### src/rtl/core/mpa_fifo.sv
// small token queue between front and back
module mpa_fifo #(
  parameter int W     = 8,
  parameter int DEPTH = 4
) (
  input  logic         clk,
  input  logic         rst_n,
  input  logic         push,
  input  logic [W-1:0] din,
  output logic         full,
  input  logic         pop,
  output logic [W-1:0] dout,
  output logic         empty
);

  localparam int AW = $clog2(DEPTH);
  localparam int CNTW = $clog2(DEPTH + 1);

  logic [W-1:0]    mem [DEPTH];
  logic [AW-1:0]   wp_r, wp_nxt;
  logic [AW-1:0]   rp_r, rp_nxt;
  logic [CNTW-1:0] cnt_r, cnt_nxt;

  assign full  = (cnt_r == CNTW'(DEPTH));
  assign empty = (cnt_r == '0);
  assign dout  = mem[rp_r];

  always_comb begin
    wp_nxt  = wp_r;
    rp_nxt  = rp_r;
    cnt_nxt = cnt_r;
    if (push) begin
      wp_nxt = (wp_r == AW'(DEPTH - 1)) ? '0 : wp_r + AW'(1);
    end
    if (pop) begin
      rp_nxt = (rp_r == AW'(DEPTH - 1)) ? '0 : rp_r + AW'(1);
    end
    if (push && !pop) begin
      cnt_nxt = cnt_r + CNTW'(1);
    end else if (pop && !push) begin
      cnt_nxt = cnt_r - CNTW'(1);
    end
  end

  always_ff @(posedge clk) begin
    if (!rst_n) begin
      wp_r  <= '0;
      rp_r  <= '0;
      cnt_r <= '0;
    end else begin
      wp_r  <= wp_nxt;
      rp_r  <= rp_nxt;
      cnt_r <= cnt_nxt;
    end
  end

  always_ff @(posedge clk) begin
    if (push) begin
      mem[wp_r] <= din;
    end
  end

  a_no_overflow: assert property (@(posedge clk) disable iff (!rst_n) push |-> !full)
    else $error("push into full queue");
  a_no_underflow: assert property (@(posedge clk) disable iff (!rst_n) pop |-> !empty)
    else $error("pop from empty queue");

endmodule

### config.mk
export PLATFORM = sky130hd
export DESIGN_NAME = mpa_fifo
export DESIGN_NICKNAME = d
export VERILOG_FILES = /design/src/rtl/core/mpa_fifo.sv
export SDC_FILE = /design/constraint.sdc
export NUM_CORES = 1
export LEC_CHECK = 0
export BUFFER_PORTS_ARGS = -buffer_cell sky130_fd_sc_hd__buf_2
export CAP_MARGIN = 20
export CORE_MARGIN = 2
export CORE_UTILIZATION = 35
export CTS_CLUSTER_DIAMETER = 200
export DETAILED_ROUTE_END_ITERATION = 8
export SLEW_MARGIN = 20
export SYNTH_ARGS = -nofsm -noshare
export SYNTH_HDL_FRONTEND = slang
export SYNTH_SLANG_ARGS = --single-unit
export TNS_END_PERCENT = 100
### constraint.sdc
create_clock -name clk -period 2.1 [get_ports clk]
set_clock_uncertainty 0.05 [all_clocks]
set_input_delay 0.42 -clock clk [delete_from_list [all_inputs] [get_ports clk]]
set_output_delay 0.42 -clock clk [all_outputs]
set_load 0.05 [all_outputs]
=== Yosys cells after proc, flatten, opt, wreduce, memory -nomap -nowiden ===
Memories as Yosys holds them, arrays and structs flattened. A register that Yosys moved wholly into a read port is not among the register bits.
Index checks and enable logic that the tools add are counted.

* Input port bits: 12
* Memories: 1
* Output and inout bits: 10
* Bits in read-only memories: 0
* Bits in writable memories: 32
* Flip-flop bits (word level): 7
* Bits in latches: 0
* Word-level logic and storage cells: 25

* Muxes and demuxes: 8
* Equality and inequality tests: 3
* $mul: 0
* $add $sub $neg: 4
* Bitwise logic cells: 0
* Reduce and logical (&&, ||, !) cells: 6
* Magnitude comparators: 0
* Div/mod/pow operators: 0
* Shifts and indexed selects: 0

{| class="wikitable"
|+ Memory list
! name !! words !! width !! rd ports !! clocked after Yosys merged registers in !! wr ports !! RTL line !! text
|-
| mem || 4 || 8 || 1 || 1 || 1 || 19 || <nowiki>logic [W-1:0] mem [DEPTH];</nowiki>
|}

{| class="wikitable"
|+ Operators by type and width
! kind !! count
|-
| 2-bit 2-to-1 mux || 4
|-
| 3-bit 2-to-1 mux || 2
|-
| 2-bit by 1-bit adder with 2-bit output, second input constant || 2
|-
| 2-bit equality test, second input constant || 2
|-
| 3-bit by 1-bit adder with 3-bit output, second input constant || 1
|-
| 3-bit equality test, second input constant || 1
|-
| 3-bit logical NOT || 1
|-
| 3-bit by 1-bit subtractor with 3-bit output, second input constant || 1
|-
| 1-bit logical AND || 2
|-
| 1-bit logical NOT || 2
|-
| 1-bit 2-to-1 mux || 2
|-
| 2-bit nonzero test || 1
|}

=== Longest topological paths before layout ===
Gate-level depths: netlist (run 1).

* Word-level depth: 4
* Mapped depth: 7
* Gate-level depth less buffers: 7

=== Worst setup path before layout (run 1) ===
Ideal clock, no wire load.

* Path type: register to output
* From: register cnt_r[1]
* To: output full
* Cell stages (with the launch flop): 2
* Path slack: 128 ps
* Buffers on the path: 0
* Arrival: 1,502 ps
* Path through: dfxtp_1 -> nor3b_1

* Word-level cells in the longest chain between the ends: 1

{| class="wikitable"
|+ RTL lines
! item !! RTL line !! text
|-
| start, declared || 22 || <nowiki>logic [CNTW-1:0] cnt_r, cnt_nxt;</nowiki>
|-
| start signal, assigned || 53 || <nowiki>cnt_r <= cnt_nxt;</nowiki>
|-
| 3-bit equality test || 24 || <nowiki>assign full = (cnt_r == CNTW'(DEPTH));</nowiki>
|-
| end, declared || 10 || <nowiki>output logic full,</nowiki>
|}

Every way passes these cells.

==> results of run 1 <==
==> timing repair <==
action	4_1_cts	5_1_grt
hold endpoints to repair	0	0
endpoints found under the setup margin	0	4
resized for setup	0	1
==> final cells by class <==
type,instances,area [um2]
fillers,396,2520
flip-flops and latches,41,1140
multi-input cells,39,443
repair buffers,22,116
clock buffers,5,68.8
well taps,52,65.1
clock inverters,3,46.3
inverters,4,15.0
==> stage by stage <==
step           setup WS (ns)  power (mW)  hold WS (ns)
2_1_floorplan          0.128        1.18         0.415
3_3_place_gp           0.213        1.24         0.436
3_5_place_dp           0.143        1.26         0.449
4_1_cts               0.0250        1.88         0.290
5_1_grt               0.0198        1.94         0.288
6_report              0.0884        1.85         0.300
==> Yosys cell counts <==
library cell,number,area [um2]
sky130_fd_sc_hd__dfxtp_1,9,180
sky130_fd_sc_hd__nor2_1,1,3.75
sky130_fd_sc_hd__clkbuf_2,1,5.00
sky130_fd_sc_hd__or3_1,1,6.26
sky130_fd_sc_hd__nor3b_1,1,7.51
sky130_fd_sc_hd__o21ai_0,1,5.00
sky130_fd_sc_hd__and2_1,5,31.3
sky130_fd_sc_hd__nor2b_1,5,31.3
sky130_fd_sc_hd__buf_6,1,11.3
sky130_fd_sc_hd__inv_1,4,15.0
sky130_fd_sc_hd__o21a_1,1,7.51
sky130_fd_sc_hd__mux4_2,8,180
sky130_fd_sc_hd__xor2_1,1,8.76
sky130_fd_sc_hd__ha_1,6,75.1
sky130_fd_sc_hd__mux2i_1,4,40.0
sky130_fd_sc_hd__edfxtp_1,32,961
sky130_fd_sc_hd__nor3_1,2,10.0
sky130_fd_sc_hd__fa_1,1,20.0
sky130_fd_sc_hd__a21boi_1,1,7.51
sky130_fd_sc_hd__xnor2_1,1,8.76
==> path summary, 6_finish.rpt <==
kind / end / slack, ns
max: dout[4] / 0.09
min: mem[0][2] / 0.30
max reg2reg: cnt_r[2] / 0.59
min reg2reg: cnt_r[2] / 0.46
==> registers in the layout, summed over array words and instances, names as in the netlist, named ones only <==
register,flops
cnt_r,3
mem,32
rp_r,2
wp_r,2
==> power breakdown <==
group          switching, mW  internal (mW)
logic                  0.183         0.0972
clock network          0.263          0.355
registers             0.0297          0.922
total                  0.476           1.38
==> metal layers <==
layer	share of wire	GRT usage	vias to the layer above
li1	-	-	376
met1	0.47	0.136	385
met2	0.47	0.164	24
met3	0.058	0.0361	0
met4	0	0.0314	0
met5	0	0	-
==> logic make-up after synthesis <==
logic type | after synthesis | synth area share
buffers and inverters | 6 | 0.0194
and+or+nand+nor | 15 | 0.0558
xor gates and xnor gates | 2 | 0.0108
DFF | 41 | 0.706
muxes | 12 | 0.136
AOI/OAI and AO/OA | 3 | 0.0124
adders and majority gates | 7 | 0.0589
==> metrics.csv, run 1 <==
metric,value,unit
Clock Sinks,41,
number of standard-cell rows in the floorplan,24,
slowest cell on the critical path,sky130_fd_sc_hd__mux4_2,
Netlist Area Pre-Place,1620,um2
max-cap violation count,0,
die area,5170,um2
initial antenna violation count,0,
# IOs,22,
hold buffers post-CTS,0,
Reg2Reg Depth,4,
maximum root-to-sink buffer count,2,
fraction of final layout cells sized beyond drive strength 1,0.333,
maximum ir drop on the vdd rail,0.563,mV
power density over the cells,976,nW/um2
fmax,0.497,GHz
Core Box Area,4410,um2
Setup Crit Path Kind,flip-flop to primary output,
detailed-route wire length,2420,um
initial standard-cell utilization of the core,0.366,
setup repair after global routing missed its margin,no,
reg-to-reg critical path startpoint,cnt_r[0],
required time at the endpoint of the critical path,1.63,ns
nature of the critical path startpoint,flip-flop,
Unique masters post-synth,20,
clock-pin slew on the worst setup and hold paths,0.08,ns
antenna-violating nets left,0,
total negative slack,0,ns
count of mapped cells out of synthesis,86,
area grow syn2layout,17.4,%
Final Cycle Share,0.958,
kind of end point of the critical path,primary output,
CP peak stage delay,0.52,ns
fin crit period,2.01,ns
count of buffering cells on the critical path with inverters included,2,
status,"complete, no violations",
final-report max-slew violation count,0,
"commonest cells after routing, fill and taps aside","sky130_fd_sc_hd__edfxtp_1 (32), sky130_fd_sc_hd__buf_2 (21), sky130_fd_sc_hd__dfxtp_1 (9)",
maximum number of pins on one net before global-route repair,15,
H-tree depth,2,
nets@finish,132,
yosys synthesis warning count,0,
Final Instance Area,1900,um2
Pre-antenna DRT Iters,4,
CP Depth,3,
placed instance count,158,
"Cell Area, Placed",1780,um2
DR vias,785,
"Setup violations, final",0,
count of routing violations after the opening detailed-route iteration,62,
clock tree from TritonCTS,yes,
net count of the mapped netlist,105,
normalized max-slew margin,0.708,
startpoint of the lowest-slack hold path,din[2],
final hold violation count,0,
number of setup buffers added after CTS,0,
dominant delay contributor by cell family on the critical path,multiplexers,
post-route DRC violation count,0,
cell-by-cell trace of the critical path,buf_6 > mux4_2 > buf_2,
global-route usage over all layers,0.103,
half-perimeter wire length after detailed placement,1690,um
die outline width,71.9,um
Worst-Margin Slew,0.438,ns
Critical Path AT,1.54,ns
leftover overflow at the end of global routing,0,
leakage dissipation,0.692,nW
cell count of the worst hold path,1,
via count of the first global-routing pass,769,
"Core Util, Final",0.429,
Clock Tree Root,sky130_fd_sc_hd__clkbuf_8,
overall die height,71.9,um
worst hold-check path type,primary input to flip-flop,
clock latency of the later-clocked register in the worst-skew pair,0.28,ns
synthesized area per cell,18.8,um2
"commonest non-fill, non-tap cell in the layout",sky130_fd_sc_hd__edfxtp_1,
total clock buffers created by CTS,5,
sequential fraction of the synthesis area,0.706,
critical-path maximum fanout,8,
number of non-filler instances in the completed layout,166,
detail-routed via count per cell,4.73,
post-DR wirelength/cell,14.6,um
wire length of the first global-routing pass,3930,um
Inserted Diodes,0,
RePlAce Congestion,0.671,
number of buffer cells added on primary ports,21,
"FF+latch count, synth",41,
(Power assumes the default switching activity.)
==> run 2: changes to the inputs <==
Settings changed: CORE_UTILIZATION 35 to 30, HOLD_SLACK_MARGIN set to 0.12.
==> run 2 against run 1 <==
Compared with the run above:
- register-to-register slack barely moved
- non-clock buffer count unchanged
- global-route usage is 1.1 points lower
- critical path depth stayed put
- final cell count grew 11%
- setup slack improved by 0.0037 ns
- power shrank 6.9%
- critical path type unchanged
- critical endpoint is now dout[1]
==> metrics.csv, run 2 (same netlist as run 1, synthesis figures left out) <==
metric,value,unit
leakage dissipation,0.684,nW
initial antenna violation count,0,
leftover overflow at the end of global routing,0,
number of standard-cell rows in the floorplan,26,
Core Box Area,5140,um2
met1 layer usage reported by global route,0.101,
Pre-antenna DRT Iters,4,
global routing's busiest layer,met2,
fraction of final layout cells sized beyond drive strength 1,0.325,
cell-by-cell trace of the critical path,buf_6 > mux4_2 > buf_2,
count of routing violations after the opening detailed-route iteration,26,
relative contribution of combinational cells to total power,0.164,
initial standard-cell utilization of the core,0.314,
fin crit period,2.01,ns
total clock buffers created by CTS,5,
status,"complete, no violations",
post-route DRC violation count,0,
Reg2Reg Depth,4,
overall die height,77.4,um
required time at the endpoint of the critical path,1.63,ns
startpoint of the lowest-slack hold path,din[5],
reg-to-reg setup timing slack,0.60,ns
CP peak stage delay,0.52,ns
DR vias,794,
slowest cell on the critical path,sky130_fd_sc_hd__mux4_2,
Critical Path AT,1.54,ns
max FFs per register,32,
Final Cycle Share,0.956,
"commonest non-fill, non-tap cell in the layout",sky130_fd_sc_hd__edfxtp_1,
"commonest cells after routing, fill and taps aside","sky130_fd_sc_hd__edfxtp_1 (32), sky130_fd_sc_hd__buf_2 (21), sky130_fd_sc_hd__dfxtp_1 (9)",
maximum ir drop on the vdd rail,0.411,mV
clock latency of the later-clocked register in the worst-skew pair,0.28,ns
number of gates given a new drive strength after cts,0,
final-report max-slew violation count,0,
maximum root-to-sink buffer count,2,
"Cell Area, Placed",1800,um2
clock tree from TritonCTS,yes,
area grow syn2layout,17.0,%
clock-pin slew on the worst setup and hold paths,0.08,ns
final total power,1.72,mW
cell count of the worst hold path,1,
Largest regs,"mem (32), cnt_r (3)",
antenna-violating nets left,0,
normalized max-slew margin,0.689,
nature of the critical path startpoint,flip-flop,
Clock Tree Root,sky130_fd_sc_hd__clkbuf_8,
# IOs,22,
nets@finish,132,
"Setup violations, final",0,
kind of end point of the critical path,primary output,
reported net switching power,474,uW
met3 capacity usage during global routing,0.0302,
Worst-Margin Slew,0.466,ns
setup repair after global routing missed its margin,no,
via count of the first global-routing pass,880,
power density over the cells,912,nW/um2
worst min-delay path endpoint,mem[0][5],
number of buffer cells added on primary ports,21,
register share of total power,0.552,
global-route usage over all layers,0.0930,
Internal Power,1.25,mW
detail-routed via count per cell,4.32,
H-tree depth,2,
met2 capacity usage during global routing,0.164,
critical-path maximum fanout,8,
worst hold-check path type,primary input to flip-flop,
die area,5990,um2
critical register-to-register path endpoint,cnt_r[2],
wire length of the first global-routing pass,4130,um
fraction of power spent switching nets,0.275,
reg-to-reg critical path startpoint,cnt_r[0],
Setup Crit Path Kind,flip-flop to primary output,
final hold violation count,0,
final-layout fill cell count,524,
detailed-route wire length,2590,um
RePlAce Congestion,0.626,
register with the highest flop count,mem,
Clock Sinks,41,
fmax,0.498,GHz
hold buffers post-CTS,0,
Inserted Diodes,0,
maximum number of pins on one net before global-route repair,14,
max-cap violation count,0,
number of setup buffers added after CTS,0,
half-perimeter wire length after detailed placement,1800,um
Final Instance Area,1890,um2
post-DR wirelength/cell,14.0,um
total negative slack,0,ns
die outline width,77.4,um
clock group share of total power,0.284,
run 2: cell count changes in the layout (fill, tap and decap cells not counted):
cell                         change
sky130_fd_sc_hd__bufinv_16       -1
sky130_fd_sc_hd__clkinv_2        +1
sky130_fd_sc_hd__clkinv_1        +1
sky130_fd_sc_hd__clkinvlp_4      -1
run 2: area by class of cell:
cell class,count,area (um2),share of cell area
Clock buffer,5,68.8,0.0364
Sequential cell,41,1140,0.604
Inverter,4,15.0,0.00795
Timing Repair Buffer,22,116,0.0616
Clock inverter,3,17.5,0.00927
Multi-Input combinational cell,39,443,0.234
Tap cell,70,87.6,0.0464
run 2: worst max-delay path: cells and delay by family (launching register included):
family	cells	cell delay, ns
muxes	1	0.52
DFF	1	0.34
buffers and inverters	2	0.40
run 2: worst max path at each step:
stage          cells after the start        to  startpoint
2_1_floorplan                      1      full    cnt_r[1]
3_3_place_gp                       8  cnt_r[2]         pop
3_5_place_dp                       8  cnt_r[2]         pop
4_1_cts                            3   dout[2]   flip-flop
5_1_grt                            3   dout[4]   flip-flop
6_report                           3   dout[1]   flip-flop
run 2: layer usage:
| metal | vias to the layer above | share of wire | wire length (um) |
|---|---|---|---|
| met5 | - | 0 | 0 |
| met4 | 0 | 0.014 | 36 |
| met3 | 5 | 0.051 | 133 |
| met2 | 21 | 0.52 | 1330 |
| met1 | 392 | 0.42 | 1080 |
| li1 | 376 | - | - |
run 2: stage by stage:
step	hold slack [ns]	utilization	worst slack, ns	instances
final	0.293	0.368	0.0921	184
after global routing	0.286	0.368	0.0296	184
after CTS	0.289	0.367	0.0239	184
after detailed placement	0.439	0.350	0.158	176
after global placement	0.426	0.350	0.209	176
after floorplan	0.415	-	0.128	86
run 2: power by group through the flow:
stage	Clock, mW	Combinational [mW]	Sequential, mW
floorplan	0	0.223	0.959
global placement	0	0.277	0.966
detailed placement	0	0.287	0.971
CTS	0.505	0.287	0.953
global route	0.532	0.307	0.959
finish	0.489	0.282	0.952
