## src/rtl/core/mpa_pkg.sv

```systemverilog
// shared types and constants for the max pooling block
package mpa_pkg;

  localparam int VALUE_W      = 16;
  localparam int INDEX_W      = 24;
  localparam int POOL_W       = 4;
  localparam int DIM_W        = 11;
  localparam int HEIGHT_W     = 11;
  localparam int HEIGHT_LIMIT = 1024;
  localparam int CFG_IDX_W    = 2;
  localparam int CFG_DATA_W   = 11;

  typedef enum logic [CFG_IDX_W-1:0] {
    CFG_POOL_SIZE,
    CFG_IN_HEIGHT,
    CFG_IN_WIDTH
  } cfg_reg_t;

  typedef enum logic [1:0] {
    LIM_IDLE,
    LIM_LOAD,
    LIM_DIV
  } lim_state_t;

  typedef struct packed {
    logic col_first;
    logic end_col;
    logic row_first;
    logic end_row;
  } tok_flags_t;

endpackage

```

## src/rtl/core/mpa_front.sv

```systemverilog
// front end: config registers, window limits, position counters, token issue
module mpa_front #(
  parameter int MAX_WIDTH = 1024,
  parameter int MAX_POOL  = 8
) (
  input  logic                                 clk,
  input  logic                                 rst_n,
  input  logic                                 cfg_we,
  input  logic [mpa_pkg::CFG_IDX_W-1:0]        cfg_index,
  input  logic [mpa_pkg::CFG_DATA_W-1:0]       cfg_wdata,
  input  logic                                 in_valid,
  output logic                                 in_stall,
  input  logic signed [mpa_pkg::VALUE_W-1:0]   in_sample_value,
  input  logic                                 in_first_of_tensor,
  input  logic                                 fifo_full,
  output logic                                 tok_push,
  output mpa_pkg::tok_flags_t                  tok_flags,
  output logic signed [mpa_pkg::VALUE_W-1:0]   tok_value,
  output logic [mpa_pkg::INDEX_W-1:0]          tok_index,
  output logic [$clog2(MAX_WIDTH)-1:0]         tok_addr
);
  import mpa_pkg::*;

  localparam int WW   = $clog2(MAX_WIDTH + 1);
  localparam int CW   = $clog2(MAX_WIDTH);
  localparam int PW   = $clog2(MAX_POOL + 1);
  localparam int PHW  = $clog2(MAX_POOL);
  localparam int DW   = (WW > HEIGHT_W) ? WW : HEIGHT_W;
  localparam int CNTW = $clog2(DW);

  logic [POOL_W-1:0] pool_size_r;
  logic [DIM_W-1:0]  in_height_r;
  logic [DIM_W-1:0]  in_width_r;

  logic [PW-1:0]       p_eff;
  logic [WW-1:0]       w_eff;
  logic [HEIGHT_W-1:0] h_eff;

  lim_state_t          state_r, state_nxt;
  logic [DW-1:0]       wsh_r, wsh_nxt, hsh_r, hsh_nxt;
  logic [PW-1:0]       wrem_r, wrem_nxt, hrem_r, hrem_nxt;
  logic [CNTW-1:0]     cnt_r, cnt_nxt;
  logic [WW-1:0]       wlim_r, wlim_nxt;
  logic [HEIGHT_W-1:0] hlim_r, hlim_nxt;
  logic [PW:0]         w_trial, h_trial;
  logic [PW-1:0]       w_rem_step, h_rem_step;

  logic [WW-1:0]       cc_r, cc_nxt, cc_eff, cc_inc;
  logic [HEIGHT_W-1:0] rc_r, rc_nxt, rc_eff, rc_inc;
  logic [PHW-1:0]      cph_r, cph_nxt, cph_eff;
  logic [PHW-1:0]      rph_r, rph_nxt, rph_eff;
  logic [CW-1:0]       wc_r, wc_nxt, wc_eff;
  logic [INDEX_W-1:0]  ei_r, ei_nxt, ei_eff;
  logic [PW-1:0]       cph_p1, rph_p1;
  logic                end_col, end_row, in_win, accept;

  // config registers
  always_ff @(posedge clk) begin
    if (!rst_n) begin
      pool_size_r <= POOL_W'(2);
      in_height_r <= DIM_W'(28);
      in_width_r  <= DIM_W'(28);
    end else if (cfg_we) begin
      case (cfg_reg_t'(cfg_index))
        CFG_POOL_SIZE: pool_size_r <= cfg_wdata[POOL_W-1:0];
        CFG_IN_HEIGHT: in_height_r <= cfg_wdata[DIM_W-1:0];
        CFG_IN_WIDTH:  in_width_r  <= cfg_wdata[DIM_W-1:0];
        default: ;
      endcase
    end
  end

  always_comb begin
    if (pool_size_r == '0) begin
      p_eff = PW'(1);
    end else if (32'(pool_size_r) > MAX_POOL) begin
      p_eff = PW'(MAX_POOL);
    end else begin
      p_eff = PW'(pool_size_r);
    end
    if (in_width_r == '0) begin
      w_eff = WW'(1);
    end else if (32'(in_width_r) > MAX_WIDTH) begin
      w_eff = WW'(MAX_WIDTH);
    end else begin
      w_eff = WW'(in_width_r);
    end
    if (in_height_r == '0) begin
      h_eff = HEIGHT_W'(1);
    end else if (32'(in_height_r) > HEIGHT_LIMIT) begin
      h_eff = HEIGHT_W'(HEIGHT_LIMIT);
    end else begin
      h_eff = HEIGHT_W'(in_height_r);
    end
  end

  // shift-subtract remainder, one dividend bit per cycle, width and height together
  assign w_trial    = {wrem_r, wsh_r[DW-1]};
  assign h_trial    = {hrem_r, hsh_r[DW-1]};
  assign w_rem_step = (w_trial >= {1'b0, p_eff}) ? PW'(w_trial - {1'b0, p_eff}) : PW'(w_trial);
  assign h_rem_step = (h_trial >= {1'b0, p_eff}) ? PW'(h_trial - {1'b0, p_eff}) : PW'(h_trial);

  always_comb begin
    state_nxt = state_r;
    wsh_nxt   = wsh_r;
    hsh_nxt   = hsh_r;
    wrem_nxt  = wrem_r;
    hrem_nxt  = hrem_r;
    cnt_nxt   = cnt_r;
    wlim_nxt  = wlim_r;
    hlim_nxt  = hlim_r;
    case (state_r)
      LIM_LOAD: begin
        wsh_nxt   = DW'(w_eff);
        hsh_nxt   = DW'(h_eff);
        wrem_nxt  = '0;
        hrem_nxt  = '0;
        cnt_nxt   = CNTW'(DW - 1);
        state_nxt = LIM_DIV;
      end
      LIM_DIV: begin
        wsh_nxt  = wsh_r << 1;
        hsh_nxt  = hsh_r << 1;
        wrem_nxt = w_rem_step;
        hrem_nxt = h_rem_step;
        cnt_nxt  = cnt_r - CNTW'(1);
        if (cnt_r == '0) begin
          wlim_nxt  = w_eff - WW'(w_rem_step);
          hlim_nxt  = h_eff - HEIGHT_W'(h_rem_step);
          state_nxt = LIM_IDLE;
        end
      end
      LIM_IDLE: ;
      default: state_nxt = LIM_LOAD;
    endcase
    if (cfg_we) begin
      state_nxt = LIM_LOAD;
    end
  end

  always_ff @(posedge clk) begin
    if (!rst_n) begin
      state_r <= LIM_LOAD;
    end else begin
      state_r <= state_nxt;
    end
  end

  always_ff @(posedge clk) begin
    wsh_r  <= wsh_nxt;
    hsh_r  <= hsh_nxt;
    wrem_r <= wrem_nxt;
    hrem_r <= hrem_nxt;
    cnt_r  <= cnt_nxt;
    wlim_r <= wlim_nxt;
    hlim_r <= hlim_nxt;
  end

  // position counters
  assign in_stall = (state_r != LIM_IDLE) || fifo_full;
  assign accept   = in_valid && !in_stall;

  always_comb begin
    cc_eff  = in_first_of_tensor ? '0 : cc_r;
    rc_eff  = in_first_of_tensor ? '0 : rc_r;
    cph_eff = in_first_of_tensor ? '0 : cph_r;
    rph_eff = in_first_of_tensor ? '0 : rph_r;
    wc_eff  = in_first_of_tensor ? '0 : wc_r;
    ei_eff  = in_first_of_tensor ? '0 : ei_r;

    cph_p1  = PW'(cph_eff) + PW'(1);
    rph_p1  = PW'(rph_eff) + PW'(1);
    end_col = (cph_p1 >= p_eff);
    end_row = (rph_p1 >= p_eff);
    in_win  = (cc_eff < wlim_r) && (rc_eff < hlim_r);
    cc_inc  = cc_eff + WW'(1);
    rc_inc  = rc_eff + HEIGHT_W'(1);

    ei_nxt  = ei_eff + INDEX_W'(1);
    cc_nxt  = cc_inc;
    rc_nxt  = rc_eff;
    rph_nxt = rph_eff;
    if (end_col) begin
      cph_nxt = '0;
      wc_nxt  = wc_eff + CW'(1);
    end else begin
      cph_nxt = PHW'(cph_p1);
      wc_nxt  = wc_eff;
    end
    if (cc_inc >= w_eff) begin
      cc_nxt  = '0;
      cph_nxt = '0;
      wc_nxt  = '0;
      rc_nxt  = rc_inc;
      rph_nxt = end_row ? '0 : PHW'(rph_p1);
      if (rc_inc >= h_eff) begin
        rc_nxt  = '0;
        rph_nxt = '0;
      end
    end
  end

  always_ff @(posedge clk) begin
    if (!rst_n) begin
      cc_r  <= '0;
      rc_r  <= '0;
      cph_r <= '0;
      rph_r <= '0;
      wc_r  <= '0;
      ei_r  <= '0;
    end else if (accept) begin
      cc_r  <= cc_nxt;
      rc_r  <= rc_nxt;
      cph_r <= cph_nxt;
      rph_r <= rph_nxt;
      wc_r  <= wc_nxt;
      ei_r  <= ei_nxt;
    end
  end

  assign tok_push            = accept && in_win;
  assign tok_flags.col_first = (cph_eff == '0);
  assign tok_flags.end_col   = end_col;
  assign tok_flags.row_first = (rph_eff == '0);
  assign tok_flags.end_row   = end_row;
  assign tok_value           = in_sample_value;
  assign tok_index           = ei_eff;
  assign tok_addr            = wc_eff;

  a_cfg_stalls: assert property (@(posedge clk) disable iff (!rst_n) cfg_we |=> in_stall)
    else $error("input taken while limits are recomputed");

endmodule

```

## config.mk

```make
export PLATFORM = sky130hd
export DESIGN_NAME = mpa_front
export DESIGN_NICKNAME = d
export VERILOG_FILES = /design/src/rtl/core/mpa_pkg.sv /design/src/rtl/core/mpa_front.sv
export SDC_FILE = /design/constraint.sdc
export NUM_CORES = 1
export LEC_CHECK = 0
export BUFFER_PORTS_ARGS = -buffer_cell sky130_fd_sc_hd__buf_4
export CORE_MARGIN = 3
export CORE_UTILIZATION = 55
export CTS_CLUSTER_SIZE = 28
export DETAILED_ROUTE_END_ITERATION = 12
export GPL_ROUTABILITY_DRIVEN = 0
export HOLD_SLACK_MARGIN = 0.06
export PLACE_DENSITY = 0.75
export SYNTH_ARGS = -nofsm -noshare
export SYNTH_HDL_FRONTEND = slang
export SYNTH_SLANG_ARGS = --single-unit
export TNS_END_PERCENT = 20
```

## constraint.sdc

```tcl
create_clock -name clk -period 4.8 [get_ports clk]
set_input_delay 0.48 -clock clk [delete_from_list [all_inputs] [get_ports clk]]
set_output_delay 0.48 -clock clk [all_outputs]
set_load 0.01 [all_outputs]
```

; Word level (Yosys, flattened, before mapping)
; Index checks and enable logic that the tools add are counted.
[op_classes]
n_lt_le_gt_ge = 11
add_sub_neg = 11
mux = 31
reduce_logical = 21
n_eq_ne = 5
n_bitwise = 2
[op_table]
columns = operator, count
row1 = two-way mux 11 bit, 9
row2 = case mux 11 bit (2 select lines), 2
row3 = two-way mux 10 bit, 3
row4 = "adder 24 x 1 -> 24 bit, second input constant", 1
row5 = two-way mux 24 bit, 1
row6 = case mux 4 bit (2 select lines), 3
row7 = "adder 11 x 1 -> 11 bit, second input constant", 2
row8 = >= comparator 11 bit, 2
row9 = "greater-than comparator 11 bit, second input constant", 2
row10 = logical NOT 11 bit, 2
row11 = less-than comparator 11 bit, 2
row12 = subtractor 11 x 4 -> 11 bit, 2
row13 = two-way mux 3 bit, 7
row14 = two-way mux 4 bit, 4
row15 = "adder 10 x 1 -> 10 bit, second input constant", 1
row16 = >= comparator 5 x 4 -> 1 bit, 2
row17 = AND reduction 2 bit, 5
row18 = "adder 3 x 1 -> 4 bit, second input constant", 2
row19 = >= comparator 4 bit, 2
row20 = logical NOT 4 bit, 2
row21 = subtractor 4 bit, 2
row22 = logical NOT 3 bit, 2
row23 = case mux 2 bit (3 select lines), 1
row24 = "== test 2 x 1 -> 1 bit, second input constant", 2
row25 = other kinds (12), 18
[totals]
wordCells = 98
register_bits = 146
out_inout_bits = 56
inputBits = 35

; Longest topological paths before layout
[logic_depth]
ltp_word = 7
ltp_mapped = 19
mapped_depth_nobuf = 17

; Least setup slack after synthesis
; Ideal clock, no wire load.
[synth_path]
kind = register to register
startpoint = reg pool_size_r[3]
endpoint = reg wlim_r[10], data pin
arrival_time_ns = 3.763
period_less_slack_ns = 3.916
setup_slack_ns = 0.884
setup_ns = 0.153
n_path_buf = 0
stages_incl_launch_ff = 17
required_ns = 4.647
path_cell_list = dfxtp_1 > inv_1 > nand2_1 > ha_1 > nor2b_1 > o21a_1 > o21ai_0 > nor2b_1 > mux2i_1 > ha_1 > inv_1 > fa_1 > a21o_1 > a21oi_1 > o21ai_1 > or4b_2 > o21ai_0
[synth_between]
elab_chain_len = 6
word_cells_on_any_way = 8
cone_classes = add/sub: 2 / order compare: 2 / mux: 3 / reduce/logical: 1
[synth_rtl]
columns = item, line
row1 = from (decl), mpa_front.sv:31  ; logic [POOL_W-1:0] pool_size_r;
row2 = from (signal assigned), mpa_front.sv:65  ; CFG_POOL_SIZE: pool_size_r <= cfg_wdata[POOL_W-1:0];
row3 = greater-than comparator 4 bit, mpa_front.sv:76  ; end else if (32'(pool_size_r) > MAX_POOL) begin
row4 = two-way mux 4 bit, mpa_front.sv:76
row5 = two-way mux 4 bit *, mpa_front.sv:74  ; if (pool_size_r == '0) begin
row6 = subtractor 4 bit or >= comparator 5 x 4 -> 1 bit (tied branches), mpa_front.sv:100  ; assign w_rem_step = (w_trial >= {1'b0, p_eff}) ? PW'(w_trial - {1'b0, p_eff}) : PW'(w_trial);
row7 = two-way mux 4 bit *, mpa_front.sv:100
row8 = net w_rem_step[0], mpa_front.sv:46  ; logic [PW-1:0] w_rem_step, h_rem_step;
row9 = subtractor 11 x 4 -> 11 bit *, mpa_front.sv:128  ; wlim_nxt = w_eff - WW'(w_rem_step);
row10 = to (signal assigned), mpa_front.sv:155  ; wlim_r <= wlim_nxt;
row11 = to (decl), mpa_front.sv:43  ; logic [WW-1:0] wlim_r, wlim_nxt;
; Mark *: on every way through the listed nets, which the timed path passes. The rest lies on a longest branch.
; A chain may end at the register's enable or synchronous reset.

; Worst setup path after layout
; Same ends and word-level chain as after synthesis.

==> reports/results.txt <==
Port buffer count: 58
Num ports: 91
Max_slew headroom: 21.9%
Post-DRT Antenna Nets: 0
Crit Path Category: flip-flop to flip-flop
Die width: 134 um
Fin crit share: 90.2%
Syn-to-layout area delta: 11.4%
Die ar.: 17900 sq um
Post-cts sizing count: 0
Worst Path Arrival: 4590 ps
Remaining global-route overflow: 0
CTS tree: done
Post-Syn Instances: 1040
Placeable Area: 15900 sq um
Crit start category: flip-flop
#FFs+latches synth: 146
Routed WL per cell: 15.9 um
Synth unique cells: 68
Worst-Margin Slew: 1170 ps
Clk Latency, worst-skew pair: 420 ps
Final Hold Viols: 0
Vias in the first global route: 7024
Clock-pin slew on the worst setup and hold paths: 60 ps
Final Util: 62.7%
Setup violators final: 0
Row cnt: 46
Die H: 134 um
Setup_tns: 0 ps
Postcts setup bufs: 0
Starting Density: 56.3%
Peak supply drop: 287 uV
Maximum clock rate: 231 MHz
Synth area leader: dfxtp_1
Sw Ratio: 26.1%
Fill cells: 1408
Dominant cells by area after synthesis: dfxtp_1 20%, edfxtp_1 19%, ha_1 11%
Max_cap viols: 0
Layout Nets: 1180
Slowest-stage cell, CP: or4b_2
Maximum root-to-sink buffer count: 2
Crit path largest cell delay: 660 ps
Post-synthesis instance area: 8970 sq um
Initial antenna violation count: 0
Via Count: 7328
Multi-input logic area: 4930 sq um
Unrepaired setup endpoints after global routing: no
Critical Path Fanout Max: 6
Clock power share: 40.9%
Total GRT Usage: 23.3%
Pwr per Cell Area: 323 nW/um^2
Register Area: 3480 sq um
Via/cell ratio: 5.67
First-pass GRT wire length: 33900 um
CP bufs+invs: 2
Clk sinks: 146
Non-filler cells, final: 1292
Hold Buf Count CTS: 0
Internal power: 2380 uW
CP cell instances: inv_1 > nand2_1 > ha_1 > nor2b_1 > o21a_1 > o21ai_0 > nor2b_1 > mux2i_1 > ha_1 > inv_1 > fa_1 > a21o_1 > a21oi_1 > o21ai_1 > or4b_2 > o21ai_0
TritonCTS buffer count: 17
Top-area cell type share of the netlist area: 20.1%
Placed Instances: 1260
Leak Pwr: 0.00418 uW
Top cell family by delay on the critical path: simple AND/OR/NAND/NOR gates
Syn Area/Cell: 8.62 sq um
Top_reg_cell synth: dfxtp_1
Status: completed
Flop pwr share: 43.5%
Drt pass-1 iters: 6
DP HPWL: 14900 um
Hold Path Class: input pin to flip-flop
Clock skew: 8.79 ps
Required @ worst endpoint: 5060 ps
Net Count, Synth: 1157
Pin count of the biggest net entering global routing: 63
H-tree Lvls: 4
EDFF count, synth: 56
Max-slew violation count: 0
DRT iter0 DRCs: 541
Diode count: 0
DR DRC count: 0
Async S/R FF share, synth: 0%
Type of element capturing the critical path: flip-flop
NetSw: 843 uW
Routed wire length: 20500 um
Root Buffer: clkbuf_16
Ys Warns: 0
Share of cells above drive strength 1: 10.1%
Period minus WS final: 4330 ps
Sequential fraction of the synthesis area: 38.8%
Combinational Power Share: 15.5%
cell families (layout without fill, tap and decap cells):
group                    count (synthesis)  in the layout  share of synthesized area (%)
AO/OA/AOI/OAI                          175            175                           11.7
AND/OR/NAND/NOR                        451            451                           25.0
multiplexers                            13             13                           1.46
adder cells (fa/ha/maj)                 82             82                           11.8
flip-flops                             146            146                           38.8
buffers and inverters                  122            158                           6.17
XOR/XNOR                                51             51                           4.98
per-layer routing:
layer	global-route usage, %	up-vias	wire length [um]
met2	38.5	189	9690
met1	30.6	3453	9350
met4	8.40	0	543
met5	0	-	0
met3	4.76	33	955
li1	-	3653	-
cell usage in the layout, fill, tap and decap left out, types with 17 or more instances in the layout:
cell         n
o21ai_0     50
buf_4       66
nor2_1      69
xor2_1      19
nand2_1    159
nand4_1     18
a21oi_1     61
edfxtp_1    56
nand3_1     53
inv_1       56
ha_1        78
xnor2_1     32
dfxtp_1     90
clkbuf_16   18
nor2b_1     58
nor3_1      17
power by group through the flow:
stage | sequential, uW | combinational (uW) | clock [uW]
final | 1400 | 501 | 1320
after global routing | 1410 | 571 | 1390
after CTS | 1400 | 501 | 1340
after detailed placement | 1430 | 495 | 0
after global placement | 1430 | 486 | 0
after floorplan | 1420 | 394 | 0
final timing paths:
kind                  start    endpoint  slack, ps  depth (start not counted)
max          pool_size_r[3]  wlim_r[10]        470                         16
min                  cfg_we  state_r[1]        270                          2
max reg2reg  pool_size_r[3]  wlim_r[10]        470                         16
min reg2reg        cph_r[0]    cph_r[0]        450                          2
cell type report:
type	count	share of cell area, %
timing repair buffer	66	4.96
clock inverter	10	1.08
sequential	146	34.9
clock buffer	22	4.77
inverter	60	2.25
multi-input combinational	772	49.4
tap	216	2.70
flip-flops by register name (all words and copies together) (netlist names):
signal       count
hlim_r          11
rph_r            3
pool_size_r      4
in_width_r      11
state_r          2
rc_r            11
cnt_r            4
hrem_r           4
cph_r            3
in_height_r     11
wsh_r           11
hsh_r           11
wrem_r           4
wlim_r          11
ei_r            24
cc_r            11
wc_r            10
worst register-to-register path: stages, from the launching register on:
cell,delay (ps)
dfxtp_1,320
inv_1,140
nand2_1,220
ha_1,350
nor2b_1,130
o21a_1,170
o21ai_0,200
nor2b_1,330
mux2i_1,260
ha_1,180
inv_1,60
fa_1,390
a21o_1,190
a21oi_1,280
o21ai_1,190
or4b_2,660
o21ai_0,100
cells in the mapped netlist (all sizes together) (3+ instances only):
master,n
nand2,160
dfxtp,90
ha,78
nor2,70
a21oi,61
nor2b,59
inv,58
edfxtp,56
nand3,53
o21ai,53
xnor2,32
clkbuf,31
buf,30
xor2,19
nand4,18
nor3,17
and3,14
nand2b,13
mux2i,12
a31oi,10
a211oi,7
a22o,7
and2,6
nand3b,6
nor3b,6
o21a,5
a2111oi,4
a21o,4
a32o,4
and3b,4
fa,4
nor4,4
o211ai,4
or2,4
or3,4
or4,4
nand4b,3
o22ai,3
per-stage QoR:
stage	power, uW	area [sq um]	hold slack (ps)	worst slack (ps)
finish	3230	9990	272	468
detailed placement	1930	9410	447	552
global placement	1910	9410	435	672
global route	3370	9990	276	107
CTS	3240	9990	257	524
floorplan	1820	8970	427	884
Power figures use the tool's default switching activity.
